==> src/rtl/core/rtc_pkg.sv <==
// shared types, constants and bcd helper functions for the rtc calendar unit
// no dependencies; used by the top level and the testbench
package rtc_pkg;

  typedef enum logic [1:0] {
    MODE_TICK     = 2'd0,
    MODE_SET_TIME = 2'd1,
    MODE_SET_DATE = 2'd2
  } mode_t;

  localparam logic [5:0] HOUR_LAST  = 6'h23;
  localparam logic [6:0] MINUTE_LAST = 7'h59;
  localparam logic [6:0] SECOND_LAST = 7'h59;
  localparam logic [7:0] YEAR_LAST  = 8'h99;
  localparam logic [4:0] MONTH_LAST = 5'h12;

  localparam logic [7:0] YEAR_RESET  = 8'h10;
  localparam logic [4:0] MONTH_RESET = 5'h05;
  localparam logic [5:0] DAY_RESET   = 6'h05;

  // both nibbles are decimal digits
  function automatic logic bcd_ok(input logic [7:0] v);
    return (v[7:4] <= 4'd9) && (v[3:0] <= 4'd9);
  endfunction

  // next bcd value, no wrap at the top
  function automatic logic [7:0] bcd_inc(input logic [7:0] v);
    logic [7:0] r;
    if (v[3:0] >= 4'd9) begin
      r = {v[7:4] + 4'd1, 4'd0};
    end else begin
      r = {v[7:4], v[3:0] + 4'd1};
    end
    return r;
  endfunction

  // year divisible by four, year in bcd
  function automatic logic leap_bcd(input logic [7:0] y);
    logic lp;
    if (y[4]) begin
      lp = (y[3:0] == 4'd2) || (y[3:0] == 4'd6);
    end else begin
      lp = (y[3:0] == 4'd0) || (y[3:0] == 4'd4) || (y[3:0] == 4'd8);
    end
    return lp;
  endfunction

  // last day of a bcd month, as bcd
  function automatic logic [5:0] month_len_bcd(input logic [4:0] m, input logic leap);
    logic [5:0] len;
    case (m) inside
      5'h04, 5'h06, 5'h09, 5'h11: len = 6'h30;
      5'h02:                      len = leap ? 6'h29 : 6'h28;
      default:                    len = 6'h31;
    endcase
    return len;
  endfunction

endpackage

==> src/rtl/core/rtc_if.sv <==
// valid/ready channel interfaces for the rtc calendar unit
// no dependencies; one beat carries one command or one result
interface rtc_in_if;
  logic       valid;
  logic       ready;
  logic [1:0] mode;
  logic [7:0] first_bcd;
  logic [7:0] second_bcd;
  logic [7:0] third_bcd;

  modport source (output valid, output mode, output first_bcd, output second_bcd,
                  output third_bcd, input ready);
  modport sink   (input valid, input mode, input first_bcd, input second_bcd,
                  input third_bcd, output ready);
endinterface

interface rtc_out_if;
  logic       valid;
  logic       ready;
  logic [5:0] hours_bcd;
  logic [6:0] minutes_bcd;
  logic [6:0] seconds_bcd;
  logic [7:0] year_bcd;
  logic [4:0] month_bcd;
  logic [5:0] day_bcd;
  logic       new_day;
  logic       rejected;

  modport source (output valid, output hours_bcd, output minutes_bcd, output seconds_bcd,
                  output year_bcd, output month_bcd, output day_bcd, output new_day,
                  output rejected, input ready);
  modport sink   (input valid, input hours_bcd, input minutes_bcd, input seconds_bcd,
                  input year_bcd, input month_bcd, input day_bcd, input new_day,
                  input rejected, output ready);
endinterface

==> src/rtl/core/rtc_time_and_calendar_unit.sv <==
// rtc time and calendar unit: bcd clock 00:00:00..23:59:59, dates 2000..2099
// stages: the input stage registers a command, the result stage registers its reading; a full result stage holds it
// throughput: one command per cycle while the result channel is not stalled; the state update is one bcd carry chain
// reset (sync, active low): time 00:00:00, date 2010-05-05, both stages empty
// depends on rtc_pkg and the channel interfaces in rtc_if.sv
module rtc_time_and_calendar_unit (
  input  logic      clk,
  input  logic      rst_n,
  rtc_in_if.sink    in_ch,
  rtc_out_if.source out_ch
);
  import rtc_pkg::*;

  // input stage
  logic       in_vld_r;
  logic [1:0] mode_r;
  logic [7:0] a_r, b_r, c_r;

  // time and date kept directly in packed bcd
  logic [5:0] hour_r,  hour_nxt;
  logic [6:0] min_r,   min_nxt;
  logic [6:0] sec_r,   sec_nxt;
  logic [7:0] year_r,  year_nxt;
  logic [4:0] month_r, month_nxt;
  logic [5:0] day_r,   day_nxt;
  logic       new_day_nxt, rej_nxt;

  // result stage
  logic       out_vld_r;
  logic [5:0] out_hour_r;
  logic [6:0] out_min_r, out_sec_r;
  logic [7:0] out_year_r;
  logic [4:0] out_month_r;
  logic [5:0] out_day_r;
  logic       out_new_day_r, out_rej_r;

  logic advance, fire;
  logic time_ok, date_ok;
  logic [5:0] cur_len, set_len;

  // result stage can take a beat when empty or draining this cycle
  assign advance     = !out_vld_r || out_ch.ready;
  assign fire        = in_vld_r && advance;
  assign in_ch.ready = !in_vld_r || advance;

  // range checks for the set commands
  assign time_ok = bcd_ok(a_r) && bcd_ok(b_r) && bcd_ok(c_r) &&
                   (a_r <= {2'b00, HOUR_LAST}) && (b_r <= {1'b0, MINUTE_LAST}) &&
                   (c_r <= {1'b0, SECOND_LAST});
  assign set_len = month_len_bcd(b_r[4:0], leap_bcd(a_r));
  assign date_ok = bcd_ok(a_r) && bcd_ok(b_r) && bcd_ok(c_r) &&
                   (b_r >= 8'h01) && (b_r <= {3'b000, MONTH_LAST}) &&
                   (c_r >= 8'h01) && (c_r <= {2'b00, set_len});

  assign cur_len = month_len_bcd(month_r, leap_bcd(year_r));

  // next state for the command in the input stage
  always_comb begin
    hour_nxt    = hour_r;
    min_nxt     = min_r;
    sec_nxt     = sec_r;
    year_nxt    = year_r;
    month_nxt   = month_r;
    day_nxt     = day_r;
    new_day_nxt = 1'b0;
    rej_nxt     = 1'b0;
    case (mode_r)
      MODE_TICK: begin
        if (sec_r >= SECOND_LAST) begin
          sec_nxt = '0;
          if (min_r >= MINUTE_LAST) begin
            min_nxt = '0;
            if (hour_r >= HOUR_LAST) begin
              // midnight: roll the date
              hour_nxt    = '0;
              new_day_nxt = 1'b1;
              if (day_r >= cur_len) begin
                day_nxt = 6'h01;
                if (month_r >= MONTH_LAST) begin
                  month_nxt = 5'h01;
                  year_nxt  = (year_r >= YEAR_LAST) ? 8'h00 : bcd_inc(year_r);
                end else begin
                  month_nxt = 5'(bcd_inc({3'b000, month_r}));
                end
              end else begin
                day_nxt = 6'(bcd_inc({2'b00, day_r}));
              end
            end else begin
              hour_nxt = 6'(bcd_inc({2'b00, hour_r}));
            end
          end else begin
            min_nxt = 7'(bcd_inc({1'b0, min_r}));
          end
        end else begin
          sec_nxt = 7'(bcd_inc({1'b0, sec_r}));
        end
      end
      MODE_SET_TIME: begin
        if (time_ok) begin
          hour_nxt = a_r[5:0];
          min_nxt  = b_r[6:0];
          sec_nxt  = c_r[6:0];
        end else begin
          rej_nxt = 1'b1;
        end
      end
      MODE_SET_DATE: begin
        if (date_ok) begin
          year_nxt  = a_r;
          month_nxt = b_r[4:0];
          day_nxt   = c_r[5:0];
        end else begin
          rej_nxt = 1'b1;
        end
      end
      default: begin
        // unused code: state held, no flags
      end
    endcase
  end

  // control and clock state
  always_ff @(posedge clk) begin
    if (!rst_n) begin
      in_vld_r  <= 1'b0;
      out_vld_r <= 1'b0;
      hour_r    <= '0;
      min_r     <= '0;
      sec_r     <= '0;
      year_r    <= YEAR_RESET;
      month_r   <= MONTH_RESET;
      day_r     <= DAY_RESET;
    end else begin
      if (in_ch.ready) begin
        in_vld_r <= in_ch.valid;
      end
      if (advance) begin
        out_vld_r <= in_vld_r;
      end
      if (fire) begin
        hour_r  <= hour_nxt;
        min_r   <= min_nxt;
        sec_r   <= sec_nxt;
        year_r  <= year_nxt;
        month_r <= month_nxt;
        day_r   <= day_nxt;
      end
    end
  end

  // payload registers
  always_ff @(posedge clk) begin
    if (in_ch.ready && in_ch.valid) begin
      mode_r <= in_ch.mode;
      a_r    <= in_ch.first_bcd;
      b_r    <= in_ch.second_bcd;
      c_r    <= in_ch.third_bcd;
    end
    if (fire) begin
      out_hour_r    <= hour_nxt;
      out_min_r     <= min_nxt;
      out_sec_r     <= sec_nxt;
      out_year_r    <= year_nxt;
      out_month_r   <= month_nxt;
      out_day_r     <= day_nxt;
      out_new_day_r <= new_day_nxt;
      out_rej_r     <= rej_nxt;
    end
  end

  assign out_ch.valid       = out_vld_r;
  assign out_ch.hours_bcd   = out_hour_r;
  assign out_ch.minutes_bcd = out_min_r;
  assign out_ch.seconds_bcd = out_sec_r;
  assign out_ch.year_bcd    = out_year_r;
  assign out_ch.month_bcd   = out_month_r;
  assign out_ch.day_bcd     = out_day_r;
  assign out_ch.new_day     = out_new_day_r;
  assign out_ch.rejected    = out_rej_r;

  // time counters always hold legal bcd
  a_time_legal: assert property (@(posedge clk) disable iff (!rst_n)
    bcd_ok({2'b00, hour_r}) && bcd_ok({1'b0, min_r}) && bcd_ok({1'b0, sec_r}) &&
    (hour_r <= HOUR_LAST) && (min_r <= MINUTE_LAST) && (sec_r <= SECOND_LAST))
    else $error("time counters out of range");

  // date always a real calendar day
  a_date_legal: assert property (@(posedge clk) disable iff (!rst_n)
    bcd_ok(year_r) && (month_r >= 5'h01) && (month_r <= MONTH_LAST) &&
    (day_r >= 6'h01) && (day_r <= cur_len))
    else $error("date counters out of range");

  // a date roll lands on midnight and is never a refused set
  a_new_day_midnight: assert property (@(posedge clk) disable iff (!rst_n)
    out_vld_r && out_new_day_r |->
      !out_rej_r && (out_hour_r == '0) && (out_min_r == '0) && (out_sec_r == '0))
    else $error("new_day without midnight");

  // state only moves when a command leaves the input stage
  a_state_hold: assert property (@(posedge clk) disable iff (!rst_n)
    !fire |=> $stable(sec_r) && $stable(day_r))
    else $error("state changed without a command");

  // a stalled command stays in the input stage
  a_in_hold: assert property (@(posedge clk) disable iff (!rst_n)
    in_vld_r && !advance |=> in_vld_r)
    else $error("input stage dropped a command");

endmodule

==> src/flat_wrapper.sv <==
// flat-port wrapper written by rule: the top's interface ports become plain ports
module rtc_time_and_calendar_unit_flat import rtc_pkg::*;
  (clk, rst_n, in_ch_valid, in_ch_mode, in_ch_first_bcd, in_ch_second_bcd, in_ch_third_bcd, in_ch_ready, out_ch_valid, out_ch_hours_bcd, out_ch_minutes_bcd, out_ch_seconds_bcd, out_ch_year_bcd, out_ch_month_bcd, out_ch_day_bcd, out_ch_new_day, out_ch_rejected, out_ch_ready);
  rtc_in_if in_ch_i ();
  rtc_out_if out_ch_i ();
  input  logic clk;
  input  logic rst_n;
  input wire logic [$bits(in_ch_i.valid)-1:0] in_ch_valid;
  input wire logic [$bits(in_ch_i.mode)-1:0] in_ch_mode;
  input wire logic [$bits(in_ch_i.first_bcd)-1:0] in_ch_first_bcd;
  input wire logic [$bits(in_ch_i.second_bcd)-1:0] in_ch_second_bcd;
  input wire logic [$bits(in_ch_i.third_bcd)-1:0] in_ch_third_bcd;
  output wire logic [$bits(in_ch_i.ready)-1:0] in_ch_ready;
  output wire logic [$bits(out_ch_i.valid)-1:0] out_ch_valid;
  output wire logic [$bits(out_ch_i.hours_bcd)-1:0] out_ch_hours_bcd;
  output wire logic [$bits(out_ch_i.minutes_bcd)-1:0] out_ch_minutes_bcd;
  output wire logic [$bits(out_ch_i.seconds_bcd)-1:0] out_ch_seconds_bcd;
  output wire logic [$bits(out_ch_i.year_bcd)-1:0] out_ch_year_bcd;
  output wire logic [$bits(out_ch_i.month_bcd)-1:0] out_ch_month_bcd;
  output wire logic [$bits(out_ch_i.day_bcd)-1:0] out_ch_day_bcd;
  output wire logic [$bits(out_ch_i.new_day)-1:0] out_ch_new_day;
  output wire logic [$bits(out_ch_i.rejected)-1:0] out_ch_rejected;
  input wire logic [$bits(out_ch_i.ready)-1:0] out_ch_ready;
  assign in_ch_i.valid = in_ch_valid;
  assign in_ch_i.mode = in_ch_mode;
  assign in_ch_i.first_bcd = in_ch_first_bcd;
  assign in_ch_i.second_bcd = in_ch_second_bcd;
  assign in_ch_i.third_bcd = in_ch_third_bcd;
  assign in_ch_ready = in_ch_i.ready;
  assign out_ch_valid = out_ch_i.valid;
  assign out_ch_hours_bcd = out_ch_i.hours_bcd;
  assign out_ch_minutes_bcd = out_ch_i.minutes_bcd;
  assign out_ch_seconds_bcd = out_ch_i.seconds_bcd;
  assign out_ch_year_bcd = out_ch_i.year_bcd;
  assign out_ch_month_bcd = out_ch_i.month_bcd;
  assign out_ch_day_bcd = out_ch_i.day_bcd;
  assign out_ch_new_day = out_ch_i.new_day;
  assign out_ch_rejected = out_ch_i.rejected;
  assign out_ch_i.ready = out_ch_ready;
  rtc_time_and_calendar_unit u_core (.clk(clk), .rst_n(rst_n), .in_ch(in_ch_i), .out_ch(out_ch_i));
endmodule
==> config.mk <==
export PLATFORM = sky130hd
export DESIGN_NAME = rtc_time_and_calendar_unit_flat
export DESIGN_NICKNAME = d
export VERILOG_FILES = /design/src/rtl/core/rtc_pkg.sv /design/src/rtl/core/rtc_if.sv /design/src/rtl/core/rtc_time_and_calendar_unit.sv /design/src/flat_wrapper.sv
export SDC_FILE = /design/constraint.sdc
export NUM_CORES = 1
export LEC_CHECK = 0
export BUFFER_PORTS_ARGS = -buffer_cell sky130_fd_sc_hd__clkbuf_2
export CORE_MARGIN = 2
export CORE_UTILIZATION = 45
export DETAILED_ROUTE_END_ITERATION = 6
export GPL_ROUTABILITY_DRIVEN = 1
export PLACE_DENSITY_LB_ADDON = 0.25
export SLEW_MARGIN = 20
export SYNTH_ARGS = -nofsm -noshare
export SYNTH_HDL_FRONTEND = slang
export SYNTH_SLANG_ARGS = --single-unit
==> constraint.sdc <==
create_clock -name clk -period 4.25 [get_ports clk]
set_clock_uncertainty 0.2 [all_clocks]
set_input_delay 1.275 -clock clk [delete_from_list [all_inputs] [get_ports clk]]
set_output_delay 1.275 -clock clk [all_outputs]
set_load 0.01 [all_outputs]
==> metrics.txt <==
outcome finished clean; Placer Congestion 0.951; largest area contributor in the netlist edfxtp_1; Hold Fails Final Rpt 0; R2R Setup Slk 270 ps; worst hold slack 320 ps; async set-or-reset flop fraction in the synthesized netlist 0%; row count 42; RSZ-0062 raised after global routing no; Worst Setup SP u_core.month_r[0]; number of flops mapped to enable cells by yosys 67; Die Area 14400 um^2; number of detailed-route iterations in the first pass 6; ant diodes 0; Worst path depth 13; crit path cell chain inv_1 > ha_1 > nor4b_1 > o221ai_1 > o211a_1 > ha_1 > or4b_1 > a211oi_2 > buf_4 > nor2_1 > nand4_1 > a21oi_1 > or2_2; Die W 120 um; hold_buf cts 0; Slew HR 25.9%; P_leak 2.70 nW; worst vdd ir 0.272 mV; post_cts resized 0; clk buf depth 2; delay-heaviest family, CP simple AND/OR/NAND/NOR gates; PD cells 345 nW/um^2; Synthesis Warnings 0; vias in the first global route 5116; max-capacitance violation count 0; CTS clock-pin slew for the worst setup and hold paths 70 ps; DP Wirelength 11700 um; GR Overflow Total 0; core footprint 13200 um^2; CTS Sinks 108; Final period util 93.7%; largest net degree at the start of global routing 76; CTS buffer count 9; WL per Instance 19.3 um; area delta synth->final 14.7%; htree depth 3; worst skew pair latency 360 ps; Initial Util 46.0%; Slowest cell on crit path or4b_1; HP Start u_core.in_vld_r; worst reg2reg path depth 13; Final ANT Viol Nets 0; post-synthesis sequential area ratio 46.7%; syn nets 692; dominant cells by area after synthesis edfxtp_1 33%, dfxtp_1 14%, ha_1 7.8%; leading cell type in the layout, fill and taps excluded clkbuf_2; Global Route Usage Sum 24.0%; Primary FF master, synth edfxtp_1; Critical Path End Type register; Least-Margin Pin Slew 1100 ps; Worst Hold Class register to register; fin crit period 3980 ps; reg2reg end u_core.out_ch.year_bcd[1]; drt via density 6.11; ratio of cells with drive above 1 in the final layout 16.9%; final setup fails 0; setup bufs post-CTS 0; CTS tree yes; antenna violations before repair 0; CP Launch Type register; DRT iter0 DRCs 568; most frequent cells in the layout 72 x clkbuf_2, 67 x nand2_1, 67 x edfxtp_1; Vias 5330; Avg Cell Area, Syn 9.72 um^2; Reg-to-Reg Start u_core.month_r[0]; f_max 251 MHz; share of the synthesized area in the top cell type 33.2%; Final TNS setup 0 ps; Yosys reg bits 108; Netlist cell types 73; Post-Syn Area 6070 um^2; Worst path most repeated cell ha_1; Slew Limit Fails 0; IO Port Bufs 72; Critical Path Sink u_core.out_ch.year_bcd[1]; Buffers & Inverters on Critical Path 2; post-synthesis instance total 624; CTS root buf clkbuf_16; die height 120 um; crit path max fanout 6; crit path kind register to register; critical path arrival 3890 ps; Ports 73; max incr delay on CP 520 ps; Hold Crit Depth 2; Remaining DRCs 0; first-pass GRT wire length 26700 um; Worst Path Required 4160 ps; total wire length 16800 um; Final nets 760
## through the flow
step | instances | setup WS [ps] | power, mW | utilization, % | instance area, um^2
after floorplan | 624 | 312 | 1.41 | - | 6070
after global placement | 857 | 513 | 1.51 | 50.4 | 6650
after detailed placement | 857 | 312 | 1.52 | 50.4 | 6650
after CTS | 873 | 290 | 2.42 | 52.7 | 6960
after global routing | 873 | 54.1 | 2.50 | 52.8 | 6960
final | 873 | 268 | 2.40 | 52.8 | 6960
## worst register-to-register path, cell delays in order (launching register included)
cell      delay [ps]
dfxtp_1          360
inv_1            140
ha_1             230
nor4b_1          490
o221ai_1         250
o211a_1          170
ha_1             270
or4b_1           520
a211oi_2         290
buf_4            190
nor2_1            80
nand4_1          170
a21oi_1           80
or2_2            290
## Yosys cell counts, drive strengths merged (4+ instances only)
cell type and number:
inv 40, and3 5, o21ba 5, a21boi 4, dfxtp 41, or3b 4
nor4 8, a211o 4, ha 38, nand3 17, a32oi 5, a211oi 7
nand2 67, and2 4, o21ai 41, or3 4, mux2i 4, a31oi 18
o31ai 7, nor3b 6, nor3 23, nand2b 9, a221o 12, o21a 11
nor2 30, a21oi 31, edfxtp 67, or4 5, buf 6, clkbuf 25
o211ai 5, a22oi 10, o31a 4, nor2b 4, nand4 5
## where the power goes
part | total, mW | internal, mW | switching [mW] | leakage, nW
combinational | 0.266 | 0.102 | 0.164 | 1.57
clock | 0.900 | 0.518 | 0.382 | 0.151
sequential | 1.24 | 1.17 | 0.0616 | 0.977
## worst min path at each step
| stage | endpoint | slack [ps] |
|---|---|---|
| after global placement | u_core.out_ch.valid | 300 |
| after floorplan | u_core.out_ch.valid | 290 |
| final | u_core.out_ch.valid | 320 |
| after CTS | u_core.out_ch.valid | 320 |
| after detailed placement | u_core.out_ch.valid | 310 |
| after global routing | u_core.out_ch.valid | 360 |
## cell type report
| type | instances | area, um^2 |
|---|---|---|
| inverters | 42 | 158 |
| well taps | 176 | 220 |
| flip-flops and latches | 108 | 2830 |
| clock buffers | 12 | 236 |
| repair buffers | 88 | 480 |
| multi-input cells | 443 | 2960 |
| fillers | 1220 | 6230 |
| clock inverters | 4 | 73.8 |
## registers in the layout (all words and copies together), names as in the netlist
signal	flops
u_core.out_ch.new_day	1
u_core.sec_r	7
u_core.day_r	6
u_core.out_ch.hours_bcd	6
u_core.a_r	8
u_core.in_vld_r	1
u_core.out_ch.year_bcd	8
u_core.c_r	8
u_core.out_ch.minutes_bcd	7
u_core.mode_r	2
u_core.out_ch.seconds_bcd	7
u_core.min_r	7
u_core.out_ch.day_bcd	6
u_core.month_r	5
u_core.year_r	8
u_core.hour_r	6
u_core.out_ch.valid	1
u_core.out_ch.rejected	1
u_core.out_ch.month_bcd	5
u_core.b_r	8
## layer usage
metal	GRT usage [%]	vias to the layer above	wire length (um)	part of all wire (%)
met5	0	-	0	0
met4	11.0	0	611	3.6
met3	6.32	43	1750	10
met2	35.3	285	7200	43
met1	33.0	2503	7270	43
li1	-	2499	-	-
## cell families after synthesis
| logic type | after synthesis | share of synthesized area [%] |
|---|---|---|
| flops | 108 | 46.7 |
| xor+xnor | 2 | 0.289 |
| mux | 4 | 0.660 |
| compound gates | 197 | 22.9 |
| simple gates | 202 | 16.9 |
| fa+ha+maj | 38 | 7.84 |
| buf+inv | 73 | 4.70 |
Note: power is estimated with default switching activity, not from simulation.
